<file path="config.mk">
export PLATFORM = sky130hd
export DESIGN_NAME = date_time_text_validator
export DESIGN_NICKNAME = d
export VERILOG_FILES = /design/src/hdl/dttv_pkg.sv /design/src/hdl/date_time_text_validator.sv
export SDC_FILE = /design/constraint.sdc
export NUM_CORES = 1
export LEC_CHECK = 0
export ABC_AREA = 1
export BUFFER_PORTS_ARGS = -buffer_cell sky130_fd_sc_hd__buf_2
export CAP_MARGIN = 20
export CORE_MARGIN = 1.5
export CORE_UTILIZATION = 35
export CTS_BUF_LIST = sky130_fd_sc_hd__clkbuf_4 sky130_fd_sc_hd__clkbuf_8
export CTS_CLUSTER_DIAMETER = 80
export DETAILED_ROUTE_END_ITERATION = 12
export PLACE_DENSITY_LB_ADDON = 0.25
export SYNTH_ARGS = -nofsm -noshare
export SYNTH_HDL_FRONTEND = slang
export SYNTH_SLANG_ARGS = --single-unit
</file>
<file path="constraint.sdc">
create_clock -name clock -period 4.4 [get_ports clock]
set_clock_uncertainty 0.2 [all_clocks]
set_input_delay 0.88 -clock clock [delete_from_list [all_inputs] [get_ports clock]]
set_output_delay 0.88 -clock clock [all_outputs]
set_load 0.005 [all_outputs]
</file>
<file path="src/hdl/dttv_pkg.sv">
// ----------------------------------------------------------------------------
// dttv_pkg
// Shared types, character codes, field positions and helper functions for the
// date-time text validator.
// ----------------------------------------------------------------------------
package dttv_pkg;

   typedef logic [4:0] pos_type;
   typedef logic [6:0] acc_type;
   typedef logic [4:0] mlen_type;

   // Character codes.
   localparam logic [7:0] CHAR_ZERO  = 8'd48;
   localparam logic [7:0] CHAR_NINE  = 8'd57;
   localparam logic [7:0] CHAR_COLON = 8'd58;
   localparam logic [7:0] CHAR_SPACE = 8'd32;
   localparam logic [7:0] CHAR_TAB   = 8'd9;
   localparam logic [7:0] CHAR_CR    = 8'd13;

   // Character positions in the text.
   localparam pos_type POS_DAY_HI   = 5'd0;
   localparam pos_type POS_DAY_LO   = 5'd1;
   localparam pos_type POS_SEP_DM   = 5'd2;
   localparam pos_type POS_MON_HI   = 5'd3;
   localparam pos_type POS_MON_LO   = 5'd4;
   localparam pos_type POS_SEP_MY   = 5'd5;
   localparam pos_type POS_YEAR_0   = 5'd6;
   localparam pos_type POS_YEAR_1   = 5'd7;
   localparam pos_type POS_YEAR_2   = 5'd8;
   localparam pos_type POS_YEAR_3   = 5'd9;
   localparam pos_type POS_BLANK    = 5'd10;
   localparam pos_type POS_HOUR_A   = 5'd11;
   localparam pos_type POS_HOUR_B   = 5'd12;
   localparam pos_type POS_SEP_HM   = 5'd13;
   localparam pos_type POS_MIN_HI   = 5'd14;
   localparam pos_type POS_MIN_LO   = 5'd15;
   localparam pos_type POS_SEP_MS   = 5'd16;
   localparam pos_type POS_SEC_HI   = 5'd17;
   localparam pos_type POS_SEC_LO   = 5'd18;
   localparam pos_type POS_SAT      = 5'd31;

   // Field limits.
   localparam acc_type MAX_HOUR     = 7'd23;
   localparam acc_type MAX_MIN_SEC  = 7'd59;
   localparam acc_type MAX_MONTH    = 7'd12;
   localparam acc_type MIN_CENTURY  = 7'd19;
   localparam acc_type MIN_YEAR_LO  = 7'd80;

   localparam acc_type MONTH_FEB    = 7'd2;
   localparam acc_type MONTH_APR    = 7'd4;
   localparam acc_type MONTH_JUN    = 7'd6;
   localparam acc_type MONTH_SEP    = 7'd9;
   localparam acc_type MONTH_NOV    = 7'd11;

   // Decimal accumulate: v * 10 + digit, kept to seven bits.
   function automatic acc_type acc_digit(input acc_type v, input logic [3:0] d);
      return (v << 3) + (v << 1) + {3'b000, d};
   endfunction

   function automatic mlen_type month_len(input acc_type m, input logic leap);
      mlen_type len;
      if (m == MONTH_APR || m == MONTH_JUN || m == MONTH_SEP || m == MONTH_NOV) begin
         len = 5'd30;
      end else if (m == MONTH_FEB) begin
         len = leap ? 5'd29 : 5'd28;
      end else begin
         len = 5'd31;
      end
      return len;
   endfunction

endpackage

</file>
<file path="src/hdl/date_time_text_validator.sv">
// ----------------------------------------------------------------------------
// date_time_text_validator
// Checks a character stream for the form DD:MM:YYYY<ws>HH:MM:SS and gives
// one verdict item on the last character of each text.
// A text's last character passes the input register and the snapshot; its verdict is then registered.
// Throughput: one character item per cycle; only the last one yields a result.
// The whole pipeline advances together and holds while a result is stalled.
// Reset is synchronous and active high; it empties all stages and returns the
// scanner to the first character position.
// ----------------------------------------------------------------------------
module date_time_text_validator
   import dttv_pkg::*;
(
   input  logic       clock,
   input  logic       reset,
   input  logic       req_valid,
   output logic       req_stall,
   input  logic [7:0] req_text_char,
   input  logic       req_is_last,
   output logic       rsp_valid,
   input  logic       rsp_stall,
   output logic       rsp_valid_res
);

   // The pipeline has three registered stages: the input register, the scan
   // state together with a snapshot taken on the last character, and the
   // result register. They all move on one shared enable, which is false
   // only while a finished verdict waits to be taken.
   logic advance;

   // Input register.
   logic       in_vld_ff;
   logic [7:0] in_char_ff;
   logic       in_last_ff;

   // Scan state. The year is kept as century and year-in-century digit pairs
   // so that the leap-year test needs no division.
   pos_type pos_ff,        pos_in;
   logic    good_ff,       good_in;
   logic    hour_begun_ff, hour_begun_in;
   acc_type day_ff,       day_in;
   acc_type month_ff,     month_in;
   acc_type yhi_ff,       yhi_in;
   acc_type ylo_ff,       ylo_in;
   acc_type hour_ff,      hour_in;
   acc_type min_ff,       min_in;
   acc_type sec_ff,       sec_in;

   // Values after the current character has been applied.
   logic    upd_good;
   logic    upd_begun;
   acc_type upd_day, upd_month, upd_yhi, upd_ylo, upd_hour, upd_min, upd_sec;

   // Snapshot of a finished text, checked in the next stage.
   logic    chk_vld_ff;
   logic    chk_good_ff;
   acc_type chk_day_ff, chk_month_ff, chk_yhi_ff, chk_ylo_ff;
   acc_type chk_hour_ff, chk_min_ff, chk_sec_ff;

   // Result register.
   logic rsp_vld_ff;
   logic rsp_res_ff, rsp_res_in;

   logic       is_digit;
   logic       is_blank;
   logic       char_ok;
   logic [3:0] digit;
   logic       leap;
   logic       year_ok;

   assign advance   = !(rsp_vld_ff && rsp_stall);
   assign req_stall = !advance;

   // Input register: takes an item whenever the pipeline moves.
   always_ff @(posedge clock) begin
      if (reset) begin
         in_vld_ff <= 1'b0;
      end else if (advance) begin
         in_vld_ff <= req_valid;
      end
   end

   always_ff @(posedge clock) begin
      if (advance) begin
         in_char_ff <= req_text_char;
         in_last_ff <= req_is_last;
      end
   end

   // Character classes. Whitespace is space and the control codes from tab
   // to carriage return.
   assign is_digit = (in_char_ff >= CHAR_ZERO) && (in_char_ff <= CHAR_NINE);
   assign is_blank = (in_char_ff == CHAR_SPACE) ||
                     ((in_char_ff >= CHAR_TAB) && (in_char_ff <= CHAR_CR));
   assign digit    = in_char_ff[3:0];

   // Per-position check and decimal accumulation.
   always_comb begin
      char_ok   = 1'b1;
      upd_begun = hour_begun_ff;
      upd_day   = day_ff;
      upd_month = month_ff;
      upd_yhi   = yhi_ff;
      upd_ylo   = ylo_ff;
      upd_hour  = hour_ff;
      upd_min   = min_ff;
      upd_sec   = sec_ff;
      unique case (pos_ff)
         POS_DAY_HI, POS_DAY_LO: begin
            if (is_digit) upd_day = acc_digit(day_ff, digit);
            else          char_ok = 1'b0;
         end
         POS_MON_HI, POS_MON_LO: begin
            if (is_digit) upd_month = acc_digit(month_ff, digit);
            else          char_ok = 1'b0;
         end
         POS_YEAR_0, POS_YEAR_1: begin
            if (is_digit) upd_yhi = acc_digit(yhi_ff, digit);
            else          char_ok = 1'b0;
         end
         POS_YEAR_2, POS_YEAR_3: begin
            if (is_digit) upd_ylo = acc_digit(ylo_ff, digit);
            else          char_ok = 1'b0;
         end
         POS_SEP_DM, POS_SEP_MY, POS_SEP_HM, POS_SEP_MS: begin
            char_ok = (in_char_ff == CHAR_COLON);
         end
         POS_BLANK: begin
            char_ok = is_blank;
         end
         POS_HOUR_A: begin
            // A second blank is allowed here as long as no hour digit came.
            if (is_digit) begin
               upd_hour  = acc_digit(hour_ff, digit);
               upd_begun = 1'b1;
            end else begin
               char_ok = is_blank && !hour_begun_ff;
            end
         end
         POS_HOUR_B: begin
            if (is_digit) begin
               upd_hour  = acc_digit(hour_ff, digit);
               upd_begun = 1'b1;
            end else begin
               char_ok = 1'b0;
            end
         end
         POS_MIN_HI, POS_MIN_LO: begin
            if (is_digit) upd_min = acc_digit(min_ff, digit);
            else          char_ok = 1'b0;
         end
         POS_SEC_HI, POS_SEC_LO: begin
            if (is_digit) upd_sec = acc_digit(sec_ff, digit);
            else          char_ok = 1'b0;
         end
         default: begin
            // Any character beyond the expected length breaks the format.
            char_ok = 1'b0;
         end
      endcase
      upd_good = good_ff && char_ok;
   end

   // Next scan state: the last character of a text returns everything to the
   // start position.
   always_comb begin
      pos_in        = pos_ff;
      good_in       = good_ff;
      hour_begun_in = hour_begun_ff;
      day_in        = day_ff;
      month_in      = month_ff;
      yhi_in        = yhi_ff;
      ylo_in        = ylo_ff;
      hour_in       = hour_ff;
      min_in        = min_ff;
      sec_in        = sec_ff;
      if (in_vld_ff) begin
         if (in_last_ff) begin
            pos_in        = '0;
            good_in       = 1'b1;
            hour_begun_in = 1'b0;
            day_in        = '0;
            month_in      = '0;
            yhi_in        = '0;
            ylo_in        = '0;
            hour_in       = '0;
            min_in        = '0;
            sec_in        = '0;
         end else begin
            pos_in        = (pos_ff == POS_SAT) ? pos_ff : pos_ff + 5'd1;
            good_in       = upd_good;
            hour_begun_in = upd_begun;
            day_in        = upd_day;
            month_in      = upd_month;
            yhi_in        = upd_yhi;
            ylo_in        = upd_ylo;
            hour_in       = upd_hour;
            min_in        = upd_min;
            sec_in        = upd_sec;
         end
      end
   end

   always_ff @(posedge clock) begin
      if (reset) begin
         pos_ff        <= '0;
         good_ff       <= 1'b1;
         hour_begun_ff <= 1'b0;
         day_ff        <= '0;
         month_ff      <= '0;
         yhi_ff        <= '0;
         ylo_ff        <= '0;
         hour_ff       <= '0;
         min_ff        <= '0;
         sec_ff        <= '0;
         chk_vld_ff    <= 1'b0;
      end else if (advance) begin
         pos_ff        <= pos_in;
         good_ff       <= good_in;
         hour_begun_ff <= hour_begun_in;
         day_ff        <= day_in;
         month_ff      <= month_in;
         yhi_ff        <= yhi_in;
         ylo_ff        <= ylo_in;
         hour_ff       <= hour_in;
         min_ff        <= min_in;
         sec_ff        <= sec_in;
         chk_vld_ff    <= in_vld_ff && in_last_ff;
      end
   end

   // Snapshot of the completed fields. The text only counts when its last
   // character sits at the final position.
   always_ff @(posedge clock) begin
      if (advance) begin
         chk_good_ff  <= upd_good && (pos_ff == POS_SEC_LO);
         chk_day_ff   <= upd_day;
         chk_month_ff <= upd_month;
         chk_yhi_ff   <= upd_yhi;
         chk_ylo_ff   <= upd_ylo;
         chk_hour_ff  <= upd_hour;
         chk_min_ff   <= upd_min;
         chk_sec_ff   <= upd_sec;
      end
   end

   // Range checks. With a good format the year has exactly four digits, so
   // a century divisible by four decides a century year, and otherwise the
   // last two digits decide.
   assign leap    = (chk_ylo_ff == '0) ? (chk_yhi_ff[1:0] == 2'b00)
                                       : (chk_ylo_ff[1:0] == 2'b00);
   assign year_ok = (chk_yhi_ff > MIN_CENTURY) ||
                    ((chk_yhi_ff == MIN_CENTURY) && (chk_ylo_ff >= MIN_YEAR_LO));

   assign rsp_res_in = chk_good_ff &&
                       (chk_hour_ff <= MAX_HOUR) &&
                       (chk_min_ff  <= MAX_MIN_SEC) &&
                       (chk_sec_ff  <= MAX_MIN_SEC) &&
                       year_ok &&
                       (chk_month_ff != '0) && (chk_month_ff <= MAX_MONTH) &&
                       (chk_day_ff != '0) &&
                       (chk_day_ff <= {2'b00, month_len(chk_month_ff, leap)});

   always_ff @(posedge clock) begin
      if (reset) begin
         rsp_vld_ff <= 1'b0;
      end else if (advance) begin
         rsp_vld_ff <= chk_vld_ff;
      end
   end

   always_ff @(posedge clock) begin
      if (advance) begin
         rsp_res_ff <= rsp_res_in;
      end
   end

   assign rsp_valid     = rsp_vld_ff;
   assign rsp_valid_res = rsp_res_ff;

endmodule

</file>
Yosys cells after proc, flatten, opt, wreduce, memory -nomap -nowiden
Index checks and enable logic that the tools add are counted.

word-level totals
  register bits = 119
  input port bits = 13
  logic and storage cells = 155

operators by class
  $lt $le $gt $ge = 11
  bitwise logic cells = 1
  $add $sub $neg = 15
  muxes and demuxes = 34
  reduce and logical (&&, ||, !) cells = 42
  equality and inequality tests = 28

operators by type and width
  cell                                                                count
  two-way mux 7 bit                                                   21
  adder 7 x 4 -> 7 bit                                                7
  adder 7 bit                                                         7
  == test 5 x 4 -> 1 bit (second input constant)                      8
  == test 5 x 3 -> 1 bit (second input constant)                      4
  == test 5 bit (second input constant)                               4
  == test 8 x 6 -> 1 bit (second input constant)                      2
  logical AND 1 bit                                                   16
  == test 7 x 3 -> 1 bit (second input constant)                      2
  == test 7 x 4 -> 1 bit (second input constant)                      2
  <= comparator 7 x 6 -> 1 bit (second input constant)                2
  nonzero test 7 bit                                                  2
  OR reduction 2 bit                                                  7
  OR reduction 13 bit                                                 1
  == test 5 x 2 -> 1 bit (second input constant)                      2
  two-way mux 5 bit                                                   2
  greater-or-equal comparator 8 x 4 -> 1 bit (second input constant)  1
  greater-or-equal comparator 8 x 6 -> 1 bit (second input constant)  1
  <= comparator 8 x 4 -> 1 bit (second input constant)                1
  <= comparator 8 x 6 -> 1 bit (second input constant)                1
  two-way mux 1 bit                                                   8
  == test 7 x 2 -> 1 bit (second input constant)                      1
  == test 7 x 5 -> 1 bit (second input constant)                      1
  greater-or-equal comparator 7 bit (second input constant)           1
  20 further kinds                                                    27

Longest topological paths before layout
  word-level depth = 9
  mapped depth = 13

Least setup slack after synthesis
No wires, ideal clock.

  path type = input -> register
  start point = input rsp_stall
  end point = register day_ff[5]
  setup time = 70 ps
  buffers on the path = 1
  required time = 4130 ps
  cell stages on the path = 6
  slack = 946 ps
  arrival = 3184 ps
  path through = nand2_1 nand2_1 nor2_1 clkbuf_1 nand3_1 a21oi_1

between the ends
  longest elaborated chain between the ends = 3

ends and longest elaborated chain
  element                        RTL line                         RTL
  from (decl)                    date_time_text_validator.sv:21   input logic rsp_stall,
  logical AND 1 bit              date_time_text_validator.sv:71   assign advance = !(rsp_vld_ff && rsp_stall);
  inverter 1 bit (no line)       -
  AND reduction 2 bit (no line)  -
  to (signal assigned)           date_time_text_validator.sv:221  day_ff <= day_in;
  to (decl)                      date_time_text_validator.sv:41   acc_type day_ff, day_in;

Every way passes these cells.
A chain may end at the register's enable or synchronous reset.

Worst setup path in the final report
  start point = register in_char_ff[3]
  end point = register chk_sec_ff[6], data pin

between the ends
  longest elaborated chain between the ends = 4

ends and longest elaborated chain
  element                                                                                     RTL line                         RTL
  from (decl)                                                                                 date_time_text_validator.sv:33   logic [7:0] in_char_ff;
  from (signal assigned)                                                                      date_time_text_validator.sv:85   in_char_ff <= req_text_char;
  greater-or-equal comparator 8 x 6 -> 1 bit or <= comparator 8 x 6 -> 1 bit (tied branches)  date_time_text_validator.sv:92   assign is_digit = (in_char_ff >= CHAR_ZERO) && (in_char_ff <= CHAR_NINE);
  logical AND 1 bit                                                                           date_time_text_validator.sv:92
  two-way mux 7 bit (*)                                                                       date_time_text_validator.sv:153  if (is_digit) upd_sec = acc_digit(sec_ff, digit);
  two-way mux 7 bit (*)                                                                       date_time_text_validator.sv:108  unique case (pos_ff)
  via upd_sec[6]                                                                              date_time_text_validator.sv:52   acc_type upd_day, upd_month, upd_yhi, upd_ylo, upd_hour, upd_min, upd_sec;
  to (signal assigned)                                                                        date_time_text_validator.sv:243  chk_sec_ff <= upd_sec;
  to (decl)                                                                                   date_time_text_validator.sv:58   acc_type chk_hour_ff, chk_min_ff, chk_sec_ff;

Mark *: on every way through the listed nets, which the timed path passes. The rest lies on a longest branch.

==> results.cfg <==
[detailed_routing]
first_pass_iters = 4
totalWireLength_mm = 14.9
vias = 5257
final_antenna_net_count = 0
post_drt_wl_per_cell_um = 13.1
drc = 0
vias_per_cell = 4.60
drtIter0Drc = 286

[sta]
worst_slew_pin_slew_ns = 0.822
finalMaxSlewViolations = 0
period_needed_ns = 2.85
fmax_mhz = 350
hold_ws_ns = 0.265
relSlewSlack_pct = 45.2
fin_tns_setup_ns = 0
final.setup.worst_slack_ns = 1.55
final_hold_viol_count = 0
setup_viol = 0
finalCritPeriodShare_pct = 64.8
rsz0062_at_grt = no

[cells_and_area]
stdcell_count = 1142
nNetsFinal = 963
drive_gt1_share_pct = 9.81
diodes = 0
final_util_pct = 38.7
area_delta_synth_final_pct = 8.07
fin_area_mm2 = 0.00756

[critical_path]
critPathMaxFanout = 11
ff2ff_setup_slack_ns = 1.55
worstRegToRegCells = 10
path_class = flop to flop
crit_family = adder cells
crit_buf_inv = 2
crit_chain = fa_1 > inv_1 > fa_1 > inv_1 > nand2_1 > nand3_1 > nand3_1 > nand2_1 > nand2_1 > and2_1
reg2reg_from = in_char_ff[3]
crit_required_ns = 4.36
setup.worst_path.start_class = flop
slowest_delay_ns = 0.72
slowest_stage = edfxtp_1
reg2reg_to = chk_sec_ff[6]
cp.arrival_ns = 2.81
end_kind = flop
crit_top_cell = nand2_1

[hold_path]
min_to = day_ff[6]
min_path_cells = 2
holdCritStartpoint = day_ff[6]
hp-class = flop to flop

[yosys]
syn_area_mm2 = 0.00700
ys.flop_type = dfxtp_1
syn_inst = 861
syn_nets = 952
synth.top_cell.area_share_pct = 22.7
netlist_top_cells_count = nand2_1 (277), inv_1 (93), a21oi_1 (74)
ys_seq_area_share_pct = 39.6
synth.most_common_cell = nand2_1
synth_edf_count = 53
syn_avg_cell_area_um2 = 8.13
synth_cell_types = 43
synth_area_leaders = edfxtp_1 (23%), dfxtp_1 (17%), nand2_1 (15%)
async_reset_ff_share_pct = 0
synth_seq_cells = 112
yosys.area.top_type = edfxtp_1
yosysWarnings = 0

[power]
total_power_mw = 1.90
power.leakage_nw = 3.49
powerDensity_mw_per_mm2 = 251
ir_drop_v = 0.000129

[global_route]
grt_pass1_wl_mm = 25.2
grt_pass1_vias = 5109
overflow = 0
grt.total_usage_pct = 15.6
grt_antenna_before_repair = 0
grt_max_degree = 55

[place]
hpwl_mm = 10.4
place.gp.congestion = 0.815
preCtsSetupSlack_ns = 1.51
port_buffers = 15
place_area_mm2 = 0.00735
placed_cells = 1126

[clock_network]
clk_path_buf_depth = 2
clockRootBuffer = clkbuf_8
cts_sinks = 112
cts_hold_buf = 0
post_cts_resize_count = 0
clk_latency_ns = 0.39
post-cts-setup-buffers = 0
cts_buffers = 9
cts_max_level = 3
cts.reportedPaths.clkPinSlew_ns = 0.11
cts_tree = yes

[die]
dieArea_mm2 = 0.0208
rows = 51
initial_core_util_pct = 35.8
chipHeight_um = 144
chipWidth_um = 144
boundaryPins = 16
core-area_mm2 = 0.0195

[run_status]
status = finished clean

[flow_run]
maxCapViolCount = 0
-- final cells by class --
| class | count | area [um^2] |
|---|---|---|
| tap | 265 | 332 |
| sequential | 112 | 2770 |
| clock buffer | 9 | 124 |
| timing repair buffer | 19 | 105 |
| multi-input combinational | 627 | 3740 |
| fill | 2053 | 12000 |
| clock inverter | 7 | 86.3 |
| inverter | 103 | 400 |
-- kinds of logic after synthesis --
| family | share of synthesized area [%] |
|---|---|
| buffers and inverters | 7.08 |
| AOI/OAI and AO/OA | 9.10 |
| and+or+nand+nor | 26.2 |
| DFF | 39.6 |
| adders and majority gates | 15.5 |
| xor gates and xnor gates | 2.50 |
-- worst min-delay path: stages, from the launching register on --
cell and delay [ns]:
dfxtp_1 0.32, nand2_1 0.06, a21oi_1 0.05
-- power breakdown --
part | internal [mW] | leakage [nW] | switching (mW)
clock network | 0.316 | 0.106 | 0.367
logic | 0.0287 | 2.28 | 0.0700
registers | 1.10 | 1.11 | 0.0178
total | 1.44 | 3.49 | 0.455
-- layer usage --
layer  track usage (%)  wire [um]  up-vias
li1                  -          -     2823
met1              20.8       7350     2376
met2              26.1       6970       44
met3              2.48        372       14
met4              4.73        214        0
met5                 0          0        -
-- cell usage in the layout (no fill, tap or decap), types with 5 or more instances in the layout --
| master | count |
|---|---|
| a21oi_1 | 74 |
| and2_1 | 9 |
| buf_2 | 15 |
| clkbuf_8 | 9 |
| dfxtp_1 | 59 |
| edfxtp_1 | 53 |
| fa_1 | 14 |
| ha_1 | 64 |
| inv_1 | 93 |
| inv_2 | 6 |
| nand2_1 | 275 |
| nand2_4 | 6 |
| nand3_1 | 56 |
| nand4_1 | 5 |
| nor2_1 | 34 |
| nor2_2 | 5 |
| nor2_4 | 5 |
| nor3_1 | 6 |
| o21ai_0 | 7 |
| o21ai_2 | 16 |
| or2_2 | 5 |
| xnor2_1 | 10 |
| xor2_1 | 10 |
-- state kept, by name, summed over array words and instances (netlist names), 4 cells and up --
| register | flops |
|---|---|
| chk_day_ff | 7 |
| chk_hour_ff | 4 |
| chk_min_ff | 5 |
| chk_month_ff | 7 |
| chk_sec_ff | 5 |
| chk_yhi_ff | 7 |
| chk_ylo_ff | 7 |
| day_ff | 7 |
| hour_ff | 7 |
| in_char_ff | 8 |
| min_ff | 7 |
| month_ff | 7 |
| pos_ff | 5 |
| sec_ff | 7 |
| yhi_ff | 7 |
| ylo_ff | 7 |
-- how the worst max path moves through the flow --
stage | start | to | slack, ns | cells after the start
after floorplan | rsp_stall | day_ff[5] | 0.95 | 6
after global placement | in_char_ff[3] | chk_sec_ff[6] | 1.54 | 10
after detailed placement | in_char_ff[3] | chk_sec_ff[6] | 1.51 | 10
after CTS | in_char_ff[3] | chk_sec_ff[6] | 1.50 | 10
after global routing | in_char_ff[3] | chk_sec_ff[6] | 1.36 | 10
final | in_char_ff[3] | chk_sec_ff[6] | 1.55 | 10
Note: power is estimated with default switching activity, not from simulation.
